## src/rtl/srsp_pkg.sv

```systemverilog
// Shared types and constants of the store record stream parser.
package srsp_pkg;

  // Header checks.
  localparam int unsigned MIN_PACKET_BYTES = 16;
  localparam int unsigned MAX_RECORDS      = 65535;

  // Result queue depth; it must be a power of two and at least two.
  localparam int unsigned OUT_DEPTH = 4;
  localparam int unsigned OUT_AW    = $clog2(OUT_DEPTH);

  typedef enum logic {
    OP_HEADER  = 1'b0,
    OP_PAYLOAD = 1'b1
  } opcode_e;

  typedef enum logic [3:0] {
    KIND_TYPE       = 4'd0,
    KIND_GROUP_LEN  = 4'd1,
    KIND_GROUP_BYTE = 4'd2,
    KIND_ID         = 4'd3,
    KIND_TIMESTAMP  = 4'd4,
    KIND_KEY_LEN    = 4'd5,
    KIND_KEY_BYTE   = 4'd6,
    KIND_VALUE_LEN  = 4'd7,
    KIND_VALUE_BYTE = 4'd8,
    KIND_FINAL      = 4'd9
  } field_kind_e;

  typedef enum logic [1:0] {
    ST_OK         = 2'd0,
    ST_BAD_HEADER = 2'd1,
    ST_BROKEN     = 2'd2
  } status_e;

  typedef enum logic [3:0] {
    PH_IDLE   = 4'd0,
    PH_TYPE   = 4'd1,
    PH_GLEN   = 4'd2,
    PH_GROUP  = 4'd3,
    PH_ID     = 4'd4,
    PH_TS     = 4'd5,
    PH_KLEN   = 4'd6,
    PH_KEY    = 4'd7,
    PH_VLEN   = 4'd8,
    PH_VALUE  = 4'd9,
    PH_BROKEN = 4'd10
  } phase_e;

  typedef struct packed {
    field_kind_e kind;
    logic [63:0] value;
    logic [15:0] index;
    status_e     status;
    logic [15:0] done;
    logic        last;
  } srsp_result_t;

endpackage

```

## src/rtl/srsp_parser.sv

```systemverilog
// Parser state and per-item decode: updates the record state for each accepted item.
module srsp_parser import srsp_pkg::*; (
  input  logic         clk_i,
  input  logic         rst_ni,
  input  logic         accept_i,
  input  opcode_e      opcode_i,
  input  logic [31:0]  object_count_i,
  input  logic [31:0]  payload_size_i,
  input  logic [7:0]   data_byte_i,
  output logic         push_a_o,
  output srsp_result_t res_a_o,
  output logic         push_b_o,
  output srsp_result_t res_b_o
);

  phase_e      phase_q, phase_d;
  logic [2:0]  fbc_q, fbc_d;
  logic [63:0] acc_q, acc_d;
  logic [31:0] span_q, span_d;
  logic [31:0] rem_q, rem_d;
  logic [15:0] expected_q, expected_d;
  logic [15:0] done_q, done_d;
  logic        stopped_q, stopped_d;

  logic [63:0] acc_ins;
  logic [3:0]  fbc_inc;
  logic [3:0]  field_size;
  logic        full;
  logic        bad;
  logic [15:0] done_inc;

  always_comb begin
    for (int i = 0; i < 8; i++) begin
      acc_ins[8*i +: 8] = (fbc_q == 3'(i)) ? data_byte_i : acc_q[8*i +: 8];
    end
    fbc_inc = {1'b0, fbc_q} + 4'd1;
    case (phase_q)
      PH_TYPE:          field_size = 4'd4;
      PH_GLEN, PH_KLEN: field_size = 4'd2;
      default:          field_size = 4'd8;
    endcase
    full     = (fbc_inc >= field_size);
    done_inc = done_q + 16'd1;
  end

  always_comb begin
    phase_d    = phase_q;
    fbc_d      = fbc_q;
    acc_d      = acc_q;
    span_d     = span_q;
    rem_d      = rem_q;
    expected_d = expected_q;
    done_d     = done_q;
    stopped_d  = stopped_q;
    bad        = 1'b0;

    push_a_o       = 1'b0;
    res_a_o        = '0;
    res_a_o.kind   = KIND_TYPE;
    res_a_o.status = ST_OK;
    res_a_o.index  = done_q;
    push_b_o       = 1'b0;
    res_b_o        = '0;
    res_b_o.kind   = KIND_FINAL;
    res_b_o.status = ST_OK;
    res_b_o.last   = 1'b1;

    if (accept_i && opcode_i == OP_HEADER) begin
      phase_d    = PH_IDLE;
      fbc_d      = '0;
      acc_d      = '0;
      span_d     = '0;
      rem_d      = '0;
      expected_d = '0;
      done_d     = '0;
      stopped_d  = 1'b0;
      if (payload_size_i < 32'(MIN_PACKET_BYTES) || object_count_i == 32'd0 ||
          object_count_i > 32'(MAX_RECORDS)) begin
        push_b_o       = 1'b1;
        res_b_o.status = ST_BAD_HEADER;
      end else begin
        expected_d = object_count_i[15:0];
        rem_d      = payload_size_i;
        if (payload_size_i == 32'd0) begin
          push_b_o = 1'b1;
        end else begin
          phase_d = PH_TYPE;
        end
      end
    end else if (accept_i && phase_q != PH_IDLE && rem_q != 32'd0) begin
      rem_d = rem_q - 32'd1;
      if (stopped_q) begin
        phase_d = PH_BROKEN;
      end else begin
        case (phase_q)
          PH_TYPE, PH_GLEN, PH_KLEN, PH_ID, PH_TS, PH_VLEN: begin
            if (!full) begin
              fbc_d = fbc_inc[2:0];
              acc_d = acc_ins;
            end else begin
              fbc_d    = '0;
              acc_d    = '0;
              push_a_o = 1'b1;
              case (phase_q)
                PH_TYPE: begin
                  res_a_o.kind  = KIND_TYPE;
                  res_a_o.value = acc_ins;
                  phase_d       = PH_GLEN;
                end
                PH_GLEN, PH_KLEN: begin
                  res_a_o.kind  = (phase_q == PH_GLEN) ? KIND_GROUP_LEN : KIND_KEY_LEN;
                  res_a_o.value = {48'd0, acc_ins[15:0]};
                  if (acc_ins[15:0] == 16'd0 || {16'd0, acc_ins[15:0]} > rem_d) begin
                    stopped_d = 1'b1;
                  end else begin
                    span_d  = {16'd0, acc_ins[15:0]};
                    phase_d = (phase_q == PH_GLEN) ? PH_GROUP : PH_KEY;
                  end
                end
                PH_ID, PH_TS: begin
                  res_a_o.kind  = (phase_q == PH_ID) ? KIND_ID : KIND_TIMESTAMP;
                  res_a_o.value = acc_ins;
                  phase_d       = (phase_q == PH_ID) ? PH_TS : PH_KLEN;
                end
                default: begin
                  res_a_o.kind  = KIND_VALUE_LEN;
                  res_a_o.value = acc_ins;
                  if (acc_ins == 64'd0) begin
                    done_d = done_inc;
                    if (done_inc >= expected_q) stopped_d = 1'b1;
                    else                        phase_d   = PH_TYPE;
                  end else if (acc_ins > {32'd0, rem_d}) begin
                    stopped_d = 1'b1;
                  end else begin
                    span_d  = acc_ins[31:0];
                    phase_d = PH_VALUE;
                  end
                end
              endcase
            end
          end
          PH_GROUP, PH_KEY: begin
            push_a_o      = 1'b1;
            res_a_o.kind  = (phase_q == PH_GROUP) ? KIND_GROUP_BYTE : KIND_KEY_BYTE;
            res_a_o.value = {56'd0, data_byte_i};
            span_d        = span_q - 32'd1;
            if (span_q == 32'd1) phase_d = (phase_q == PH_GROUP) ? PH_ID : PH_VLEN;
          end
          PH_VALUE: begin
            push_a_o      = 1'b1;
            res_a_o.kind  = KIND_VALUE_BYTE;
            res_a_o.value = {56'd0, data_byte_i};
            span_d        = span_q - 32'd1;
            if (span_q == 32'd1) begin
              done_d = done_inc;
              if (done_inc >= expected_q) stopped_d = 1'b1;
              else                        phase_d   = PH_TYPE;
            end
          end
          default: ;
        endcase
      end

      // The last payload byte closes the packet with a verdict.
      if (rem_d == 32'd0) begin
        bad            = (phase_d == PH_BROKEN) || (!stopped_d && fbc_d != 3'd0);
        push_b_o       = 1'b1;
        res_b_o.status = bad ? ST_BROKEN : ST_OK;
        res_b_o.done   = bad ? 16'd0 : done_d;
        phase_d        = PH_IDLE;
        stopped_d      = 1'b0;
        fbc_d          = '0;
        acc_d          = '0;
        span_d         = '0;
      end
    end

    res_a_o.last = !push_b_o;
  end

  always_ff @(posedge clk_i or negedge rst_ni) begin
    if (!rst_ni) begin
      phase_q    <= PH_IDLE;
      fbc_q      <= '0;
      acc_q      <= '0;
      span_q     <= '0;
      rem_q      <= '0;
      expected_q <= '0;
      done_q     <= '0;
      stopped_q  <= 1'b0;
    end else begin
      phase_q    <= phase_d;
      fbc_q      <= fbc_d;
      acc_q      <= acc_d;
      span_q     <= span_d;
      rem_q      <= rem_d;
      expected_q <= expected_d;
      done_q     <= done_d;
      stopped_q  <= stopped_d;
    end
  end

endmodule

```

## src/rtl/srsp_out_fifo.sv

```systemverilog
// Result queue that takes up to two results per cycle and hands out one.
module srsp_out_fifo import srsp_pkg::*; (
  input  logic         clk_i,
  input  logic         rst_ni,
  input  logic         push_a_i,
  input  srsp_result_t data_a_i,
  input  logic         push_b_i,
  input  srsp_result_t data_b_i,
  output logic         room_o,
  output logic         valid_o,
  input  logic         pop_i,
  output srsp_result_t data_o
);

  srsp_result_t      mem_q [OUT_DEPTH];
  logic [OUT_AW-1:0] wp_q, wp_d;
  logic [OUT_AW-1:0] rp_q, rp_d;
  logic [OUT_AW:0]   cnt_q, cnt_d;
  logic [OUT_AW-1:0] wp_b;
  logic              pop;

  assign valid_o = (cnt_q != '0);
  assign pop     = pop_i && valid_o;
  assign room_o  = (cnt_q <= (OUT_AW+1)'(OUT_DEPTH - 2));
  assign data_o  = mem_q[rp_q];
  assign wp_b    = wp_q + OUT_AW'(push_a_i);

  always_comb begin
    wp_d  = wp_q + OUT_AW'(push_a_i) + OUT_AW'(push_b_i);
    rp_d  = rp_q + OUT_AW'(pop);
    cnt_d = cnt_q + (OUT_AW+1)'(push_a_i) + (OUT_AW+1)'(push_b_i) - (OUT_AW+1)'(pop);
  end

  always_ff @(posedge clk_i) begin
    if (push_a_i) mem_q[wp_q] <= data_a_i;
    if (push_b_i) mem_q[wp_b] <= data_b_i;
  end

  always_ff @(posedge clk_i or negedge rst_ni) begin
    if (!rst_ni) begin
      wp_q  <= '0;
      rp_q  <= '0;
      cnt_q <= '0;
    end else begin
      wp_q  <= wp_d;
      rp_q  <= rp_d;
      cnt_q <= cnt_d;
    end
  end

endmodule

```

## src/rtl/store_record_stream_parser_unit.sv

```systemverilog
// Top level of the store record stream parser: stream ports, parser and result queue.
//
// The block parses a packet of packed key-value records fed one payload byte per item,
// after a header item that gives the record count and payload size. Each record is a
// 32-bit type, a 16-bit group length and group bytes, a 64-bit id, a 64-bit timestamp,
// a 16-bit key length and key bytes, and a 64-bit value length and value bytes, all
// little-endian. Every finished fixed field and every string or value byte leaves as
// one result item; the item carrying the last payload byte also yields a final status
// item with the verdict and the count of complete records, zero for a broken packet. A
// bad header yields only a final status item. The block accepts one item per clock
// cycle while input ready is high: each item is decoded combinationally by the parser,
// and its results enter a four-entry result queue. Input ready is high while the queue
// has room for two results, so with the output side always ready the sustained rate is
// one item per cycle; an item that produces two results takes two output transfers,
// and a slow output side throttles the input through the queue fill level.
module store_record_stream_parser_unit import srsp_pkg::*; (
  input  logic          clk_i,
  input  logic          rst_ni,
  input  logic          s_axis_tvalid,
  output logic          s_axis_tready,
  input  logic [71:0]   s_axis_tdata,   // object_count[31:0], payload_size[63:32],
                                        // data_byte[71:64]
  input  logic          s_axis_tuser,   // opcode
  output logic          m_axis_tvalid,
  input  logic          m_axis_tready,
  output logic [103:0]  m_axis_tdata,   // field_value[63:0], record_index[79:64],
                                        // status[81:80], records_done[97:82], zero pad
  output logic [3:0]    m_axis_tuser,   // field_kind
  output logic          m_axis_tlast    // last
);

  logic         accept;
  logic         push_a;
  logic         push_b;
  srsp_result_t res_a;
  srsp_result_t res_b;
  srsp_result_t head;

  // An item is taken only when the queue can hold both results it may cause.
  assign accept = s_axis_tvalid && s_axis_tready;

  srsp_parser u_parser (
    .clk_i          (clk_i),
    .rst_ni         (rst_ni),
    .accept_i       (accept),
    .opcode_i       (opcode_e'(s_axis_tuser)),
    .object_count_i (s_axis_tdata[31:0]),
    .payload_size_i (s_axis_tdata[63:32]),
    .data_byte_i    (s_axis_tdata[71:64]),
    .push_a_o       (push_a),
    .res_a_o        (res_a),
    .push_b_o       (push_b),
    .res_b_o        (res_b)
  );

  srsp_out_fifo u_out_fifo (
    .clk_i    (clk_i),
    .rst_ni   (rst_ni),
    .push_a_i (push_a),
    .data_a_i (res_a),
    .push_b_i (push_b),
    .data_b_i (res_b),
    .room_o   (s_axis_tready),
    .valid_o  (m_axis_tvalid),
    .pop_i    (m_axis_tready),
    .data_o   (head)
  );

  // Pack the queue head onto the output stream.
  assign m_axis_tdata = {6'd0, head.done, head.status, head.index, head.value};
  assign m_axis_tuser = head.kind;
  assign m_axis_tlast = head.last;

endmodule
```

## config.mk

```make
export PLATFORM = sky130hd
export DESIGN_NAME = store_record_stream_parser_unit
export DESIGN_NICKNAME = d
export VERILOG_FILES = /design/src/rtl/srsp_pkg.sv /design/src/rtl/srsp_parser.sv /design/src/rtl/srsp_out_fifo.sv /design/src/rtl/store_record_stream_parser_unit.sv
export SDC_FILE = /design/constraint.sdc
export NUM_CORES = 1
export LEC_CHECK = 0
export BUFFER_PORTS_ARGS = -buffer_cell sky130_fd_sc_hd__buf_2
export CAP_MARGIN = 20
export CORE_UTILIZATION = 30
export CTS_CLUSTER_SIZE = 30
export DETAILED_ROUTE_END_ITERATION = 12
export PLACE_DENSITY = 0.56
export SLEW_MARGIN = 20
export SYNTH_ARGS = -nofsm -noshare
export SYNTH_HDL_FRONTEND = slang
export SYNTH_SLANG_ARGS = --single-unit
```

## constraint.sdc

```tcl
create_clock -name clk_i -period 7.88 [get_ports clk_i]
set_input_delay 0 -clock clk_i [delete_from_list [all_inputs] [get_ports clk_i]]
set_output_delay 0 -clock clk_i [all_outputs]
set_load 0.03 [all_outputs]
```

==> run summary, run 1 <==
Worst R2R End -> u_parser.span_q[26]$_DFFE_PN0P_
Buffers & Inverters on Critical Path -> 2
hold-critical path depth -> 4
mapped cell area -> 29900 um2
first-pass GRT wire length -> 154000 um
total gr overflow -> 0
Initial Util -> 30.4%
WP data arrival -> 6.89 ns
Setup WS pre-CTS -> 1.61 ns
layout cells sized above 1 -> 15.3%
CTS tree -> done
required time of the critical path -> 8.45 ns
CP peak stage delay -> 0.77 ns
root buffer cell -> clkbuf_16
Worst slew margin -> 26.1%
Routed Antenna Nets -> 0
delay-heaviest family, CP -> simple AND/OR/NAND/NOR gates
final wirelength -> 99600 um
GRT Total Usage -> 19.5%
Main synth FF type -> dfxtp_1
DRT iter0 DRCs -> 2199
Syn Inst Count -> 3338
reg2reg setup slack -> 1.56 ns
WHS Endpoint -> u_parser.done_q[1]$_DFFE_PN0P_
Max Freq -> 158 MHz
clk slew on worst S/H paths -> 0.06 ns
PostCTS Resize Cnt -> 0
reg2reg path depth -> 18
slowest CP cell -> and3_1
initial antenna violation count -> 6
M2 GR Usage -> 32.5%
CP max FO -> 31
htree depth -> 3
unrepaired setup endpoints after global routing -> no
Ys Warns -> 0
post-synthesis sequential area ratio -> 44.6%
clock sink count -> 587
Setup WS post-layout -> 1.56 ns
Die Width -> 318 um
DIE AREA -> 101000 um2
Max Slew Vio Count -> 0
DR WL/cell -> 20.9 um
IO Count -> 188
critical path type -> flip-flop to flip-flop
Critical R2R Launch -> u_parser.rem_q[3]$_DFFE_PN0P_
Vias -> 25500
number of setup buffers added after CTS -> 0
Row Count -> 115
CORE AREA -> 98600 um2
number of synthesized flops with an enable pin -> 72
Final min period -> 6.32 ns
hold buffers post-CTS -> 61
Nets -> 3573
Skew-Pair Late Insertion Delay -> 0.65 ns
Cell variety after synth -> 86
PortBufs -> 181
maximum clock insertion buffer count -> 3
DRT Pass-1 Iters -> 6
worst-margin pin slew -> 1.11 ns
status -> finished, final reports clean
max_cap viols -> 0
crit path launch type -> flip-flop
CP most frequent cell -> or4_4
Hold Path Class -> input pin to flip-flop
Layout Skew -> 0.0518 ns
GR Util met1 -> 25.8%
syn_area_per_cell -> 8.97 um2
Area Overhead vs Synth -> 16.5%
Design Power -> 0.0116 W
vias in the first global route -> 24800
Final Setup Violations -> 0
number of CTS-inserted buffers -> 70
met3 usage -> 2.80%
Finished Core Util -> 35.4%
GPL Wtd Cong -> 0.907
CP Cell Sequence -> or4_4 -> or4_4 -> or4_4 -> nor2_1 -> nand3b_1 -> nor4_1 -> xnor2_1 -> ha_1 -> nand4_1 -> nor4_1 -> inv_1 -> o2bb2a_1 -> a31oi_1 -> a211oi_1 -> nor3_2 -> buf_4 -> and3_1 -> a22o_1
vias per inst -> 5.34
final hold violations -> 0
critical path capture point type -> flip-flop
drt drc -> 0
asr flop ratio synth -> 29.8%
largest net degree at the start of global routing -> 84
die height -> 318 um
Hold Startpoint -> s_axis_tvalid
Max IR drop VDD -> 0.177 mV
Power Dens Cells -> 333 nW/um2
Fin Setup TNS -> 0 ns
post-DP HPWL -> 65300 um
#FFs+latches synth -> 587
global route hottest layer -> met2
Tcrit/Tclk final -> 80.2%
Leak -> 13.7 nW
flip-flops by register name (all words and copies together), names as in the netlist:
signal,count
u_parser.rem_q,32
u_parser.acc_q,64
u_out_fifo.cnt_q,3
u_parser.span_q,32
u_out_fifo.mem_q,412
u_out_fifo.wp_q,2
u_parser.phase_q,4
u_parser.fbc_q,3
u_parser.done_q,16
u_out_fifo.rp_q,2
u_parser.stopped_q,1
u_parser.expected_q,16
layout by cell type (no fill, tap or decap), types with 10 or more instances in the layout:
cell and n:
or3_1 22, dfxtp_1 340, ha_1 68, nor2_1 493, nand2_1 458, clkbuf_1 19
mux2_2 35, xnor2_1 62, nand3_1 42, mux2i_1 32, and3_1 14, nand2b_1 11
and2_1 10, nand3b_1 10, buf_4 40, inv_1 76, buf_2 180, mux4_2 103
dlygate4sd3_1 60, or2_2 15, dfrtp_1 173, a32o_1 13, xor2_1 32, clkbuf_8 18
o221ai_1 22, o21ai_0 113, nand4_1 20, clkbuf_16 71, edfxtp_1 72, nor4_1 55
nor3_1 127, o32ai_1 10, o2bb2ai_1 16, a22o_1 69, o211ai_1 12, a21oi_1 381
a211oi_1 10
report_power, final:
part | total (W) | leakage, nW | switching (W) | internal (W)
logic | 0.00449 | 6.74 | 0.00288 | 0.00161
clock network | 0.00332 | 1.17 | 0.00139 | 0.00193
registers | 0.00380 | 5.76 | 0.000467 | 0.00333
total | 0.0116 | 13.7 | 0.00474 | 0.00687
cells by family after synthesis:
family                   share of synthesized area, %
buffers and inverters                            4.76
AND/OR/NAND/NOR                                  19.7
multiplexers                                     10.1
adder cells (fa/ha/maj)                          3.01
AO/OA/AOI/OAI                                    14.9
flip-flops                                       44.6
other                                          0.0125
XOR/XNOR                                         2.81
synthesized netlist by cell type, drive strengths merged, types with 11 or more instances:
cell type	count	share of area, %
nand2	459	5.8
nor4	56	1.2
nand3	43	0.72
ha	68	2.8
xor2	33	0.99
inv	77	0.97
o221ai	22	0.64
dfrtp	175	15
nand2b	11	0.23
a32o	13	0.43
o2bb2ai	16	0.47
o211ai	12	0.30
edfxtp	72	7.2
mux2	35	1.3
nand4	21	0.49
nor3	134	2.3
mux4	103	7.8
and3	15	0.31
or4	14	0.41
mux2i	32	1.1
nor2	501	6.4
o21ai	114	1.9
a211oi	12	0.30
or2	16	0.33
buf	78	1.3
dfxtp	340	23
a21oi	382	6.4
clkbuf	197	2.5
a22o	69	2.0
xnor2	62	1.8
or3	22	0.46
worst max path at each step:
stage                                              from                              end  cells past startpoint
after floorplan           u_parser.rem_q[3]$_DFFE_PN0P_  u_parser.span_q[15]$_DFFE_PN0P_                     20
after global placement    u_parser.rem_q[3]$_DFFE_PN0P_  u_parser.span_q[23]$_DFFE_PN0P_                     18
after detailed placement  u_parser.rem_q[3]$_DFFE_PN0P_   u_parser.span_q[1]$_DFFE_PN0P_                     18
after CTS                 u_parser.rem_q[3]$_DFFE_PN0P_  u_parser.span_q[26]$_DFFE_PN0P_                     18
after global routing      u_parser.rem_q[3]$_DFFE_PN0P_  u_parser.span_q[17]$_DFFE_PN0P_                     18
final                     u_parser.rem_q[3]$_DFFE_PN0P_  u_parser.span_q[26]$_DFFE_PN0P_                     18
area by class of cell:
type / instances / area, um2
Sequential cell: 587 / 13400
Clock buffer: 108 / 2090
Multi-Input combinational cell: 2403 / 15300
Tap cell: 1287 / 1610
Timing Repair Buffer: 286 / 1920
Fill cell: 10000 / 63700
Clock inverter: 20 / 304
Antenna cell: 2 / 5.00
Inverter: 78 / 293
worst reg2reg max path, stage by stage (launching register included):
cell	delay (ns)
dfrtp_1	0.47
or4_4	0.61
or4_4	0.52
or4_4	0.54
nor2_1	0.26
nand3b_1	0.15
nor4_1	0.38
xnor2_1	0.14
ha_1	0.34
nand4_1	0.16
nor4_1	0.39
inv_1	0.06
o2bb2a_1	0.28
a31oi_1	0.23
a211oi_1	0.13
nor3_2	0.19
buf_4	0.36
and3_1	0.77
a22o_1	0.28
metal layers:
layer	part of all wire [%]	vias to the layer above
li1	-	11900
met1	44	12600
met2	48	779
met3	5.5	179
met4	3.2	4
met5	0.022	-
metrics by stage:
stage	instance area [um2]	hold WS, ns	instances
floorplan	29900	-0.296	3343
global placement	31800	0.0267	4580
detailed placement	31800	0.0242	4580
CTS	34900	0.0552	4769
global route	34900	0.102	4771
finish	34900	0.0949	4771
Power figures use the tool's default switching activity.
==> inputs of run 2 (changes only) <==
--- a/config.mk
+++ b/config.mk
@@ -10,7 +10,7 @@
 export CORE_UTILIZATION = 30
 export CTS_CLUSTER_SIZE = 30
 export DETAILED_ROUTE_END_ITERATION = 12
-export PLACE_DENSITY = 0.56
+export PLACE_DENSITY = 0.58
 export SLEW_MARGIN = 20
 export SYNTH_ARGS = -nofsm -noshare
 export SYNTH_HDL_FRONTEND = slang
==> constraint.sdc (replaced) <==
create_clock -name clk_i -period 5.6 [get_ports clk_i]
set_input_delay 0 -clock clk_i [delete_from_list [all_inputs] [get_ports clk_i]]
set_output_delay 0 -clock clk_i [all_outputs]
set_load 0.03 [all_outputs]
==> run 2 against run 1 <==
  * Sequential power is 38% higher
  * Fmax is 18% higher
  * Die area is the same
  * Non-clock buffer count rose by 54
  * Clock-buffer cell count increased by 2
  * Global-route usage is essentially flat
  * Register-to-register slack worse by 1.3 ns
  * Cell count up 1.2%
  * Clock power increased by 43%
  * Critical path depth rose by 2
  * Power is 45% higher
==> run summary, run 2 (same netlist as run 1, synthesis figures left out) <==
status -> finished, final reports clean
Die Width -> 318 um
CTS tree -> done
CP max FO -> 17
Max Freq -> 187 MHz
design area -> 35500 um2
crit path from -> u_parser.rem_q[3]$_DFFE_PN0P_
Leak -> 14.0 nW
clock sink count -> 587
Nets -> 3627
Max IR drop VDD -> 0.319 mV
DRT Pass-1 Iters -> 6
Routed Antenna Nets -> 0
vias per inst -> 5.32
Critical R2R Launch -> u_parser.rem_q[3]$_DFFE_PN0P_
worst-margin pin slew -> 1.01 ns
Vias -> 25700
initial antenna violation count -> 5
Power Dens Cells -> 473 nW/um2
required time of the critical path -> 6.19 ns
maximum clock insertion buffer count -> 3
final hold violations -> 0
minimum hold slack -> 0.123 ns
GPL Wtd Cong -> 0.932
critical path type -> flip-flop to flip-flop
drt drc -> 0
Post-DP Area -> 32400 um2
final wirelength -> 99800 um
first-pass GRT wire length -> 154000 um
DR WL/cell -> 20.7 um
root buffer cell -> clkbuf_16
Hold Startpoint -> s_axis_tdata[41]
Final Setup Violations -> 0
PortBufs -> 181
layout cells sized above 1 -> 16.9%
IO Count -> 188
GRT Total Usage -> 19.5%
die height -> 318 um
Initial Util -> 30.4%
Row Count -> 115
Skew-Pair Late Insertion Delay -> 0.65 ns
htree depth -> 3
Area Overhead vs Synth -> 18.7%
post-DP HPWL -> 65200 um
Regs by FF count -> u_out_fifo.mem_q (412), u_parser.acc_q (64)
most common cell after layout, fill and taps aside -> nor2_1
CORE AREA -> 98600 um2
total gr overflow -> 0
vias in the first global route -> 25100
Top reg by flops -> u_out_fifo.mem_q
Hold Path Class -> input pin to flip-flop
Final min period -> 5.35 ns
number of CTS-inserted buffers -> 70
Tcrit/Tclk final -> 95.5%
max FFs per register -> 412
max_cap viols -> 0
clk slew on worst S/H paths -> 0.06 ns
Layout Skew -> 0.0491 ns
DRT iter0 DRCs -> 2415
Worst slew margin -> 32.4%
most frequent cells in the layout -> nor2_1, nand2_1, a21oi_1, dfxtp_1, buf_2
critical path capture point type -> flip-flop
Max Slew Vio Count -> 0
crit path launch type -> flip-flop
WP data arrival -> 5.93 ns
largest net degree at the start of global routing -> 138
DIE AREA -> 101000 um2
-- run 2: changes by cell type in the layout (fill, tap and decap cells not counted), sizes merged --
cell / delta
buf: +55
clkinvlp: +3
inv: -2
clkbuf: +1
clkinv: -1
diode: -1
-- run 2: power by group --
part / internal [W] / switching (W)
registers: 0.00469 / 0.000542
clock network: 0.00276 / 0.00198
logic: 0.00254 / 0.00430
total: 0.00999 / 0.00682
-- run 2: final cells by class --
cell class	instances	area, um2
Multi-Input combinational cell	2403	15300
Clock buffer	110	2130
Sequential cell	587	13400
Antenna cell	1	2.50
Fill cell	9980	63000
Inverter	78	293
Tap cell	1287	1610
Clock inverter	20	315
Timing Repair Buffer	340	2480
-- run 2: per-layer routing --
| metal | global-route usage (%) | share of wire (%) | up-vias |
|---|---|---|---|
| li1 | - | - | 12100 |
| met2 | 33.0 | 49 | 768 |
| met3 | 2.63 | 5.0 | 160 |
| met4 | 6.72 | 3.1 | 6 |
| met1 | 25.3 | 43 | 12700 |
| met5 | 0 | 0.035 | - |
-- run 2: critical path, cell delays in order (launching register included) --
cell and delay [ns]:
dfrtp_1 0.37, or4_4 0.57, or4_4 0.53, or4_4 0.54, nor2_2 0.16, nand3b_1 0.16, nor4_4 0.20, xnor2_1 0.10
ha_1 0.32, nand4_1 0.19, nor4_4 0.39, inv_1 0.07, o2bb2a_1 0.30, a31oi_2 0.25, a211oi_2 0.12, nor3_2 0.16
buf_4 0.16, buf_6 0.14, and3_1 0.20, buf_12 0.17, a32o_1 0.17
-- run 2: metrics by stage --
step	cells	total power, W	setup TNS (ns)	util [%]	setup WS, ns
global placement	4633	0.0119	0	32.9	0.0676
CTS	4824	0.0167	0	36.0	0.0100
global route	4826	0.0177	-0.166	36.0	-0.0385
floorplan	3343	0.00970	0	-	0.257
detailed placement	4633	0.0119	0	32.9	0.0342
finish	4826	0.0168	0	36.0	0.254
-- run 2: final timing paths --
| path | endpoint | slack (ns) | depth (start not counted) |
|---|---|---|---|
| max reg2reg | u_parser.span_q[1]$_DFFE_PN0P_ | 0.25 | 20 |
| max in group asynchronous | u_out_fifo.rp_q[1]$_DFF_PN0_ | 3.87 | 4 |
| max | u_parser.span_q[1]$_DFFE_PN0P_ | 0.25 | 20 |
| min | u_parser.rem_q[9]$_DFFE_PN0P_ | 0.12 | 4 |
| min in group asynchronous | u_parser.rem_q[2]$_DFFE_PN0P_ | 0.42 | 3 |
| min reg2reg | u_out_fifo.mem_q[1][72]$_SDFFE_PP0P_ | 0.45 | 2 |
-- run 2: what timing repair did --
| item | 4_1_cts | 5_1_grt |
|---|---|---|
| setup endpoints to repair | 0 | 100 |
| gates resized for setup | 0 | 18 |
| hold buffers | 61 | 0 |
| buffers inserted | 0 | 1 |
| endpoints found under the hold margin | 149 | 0 |
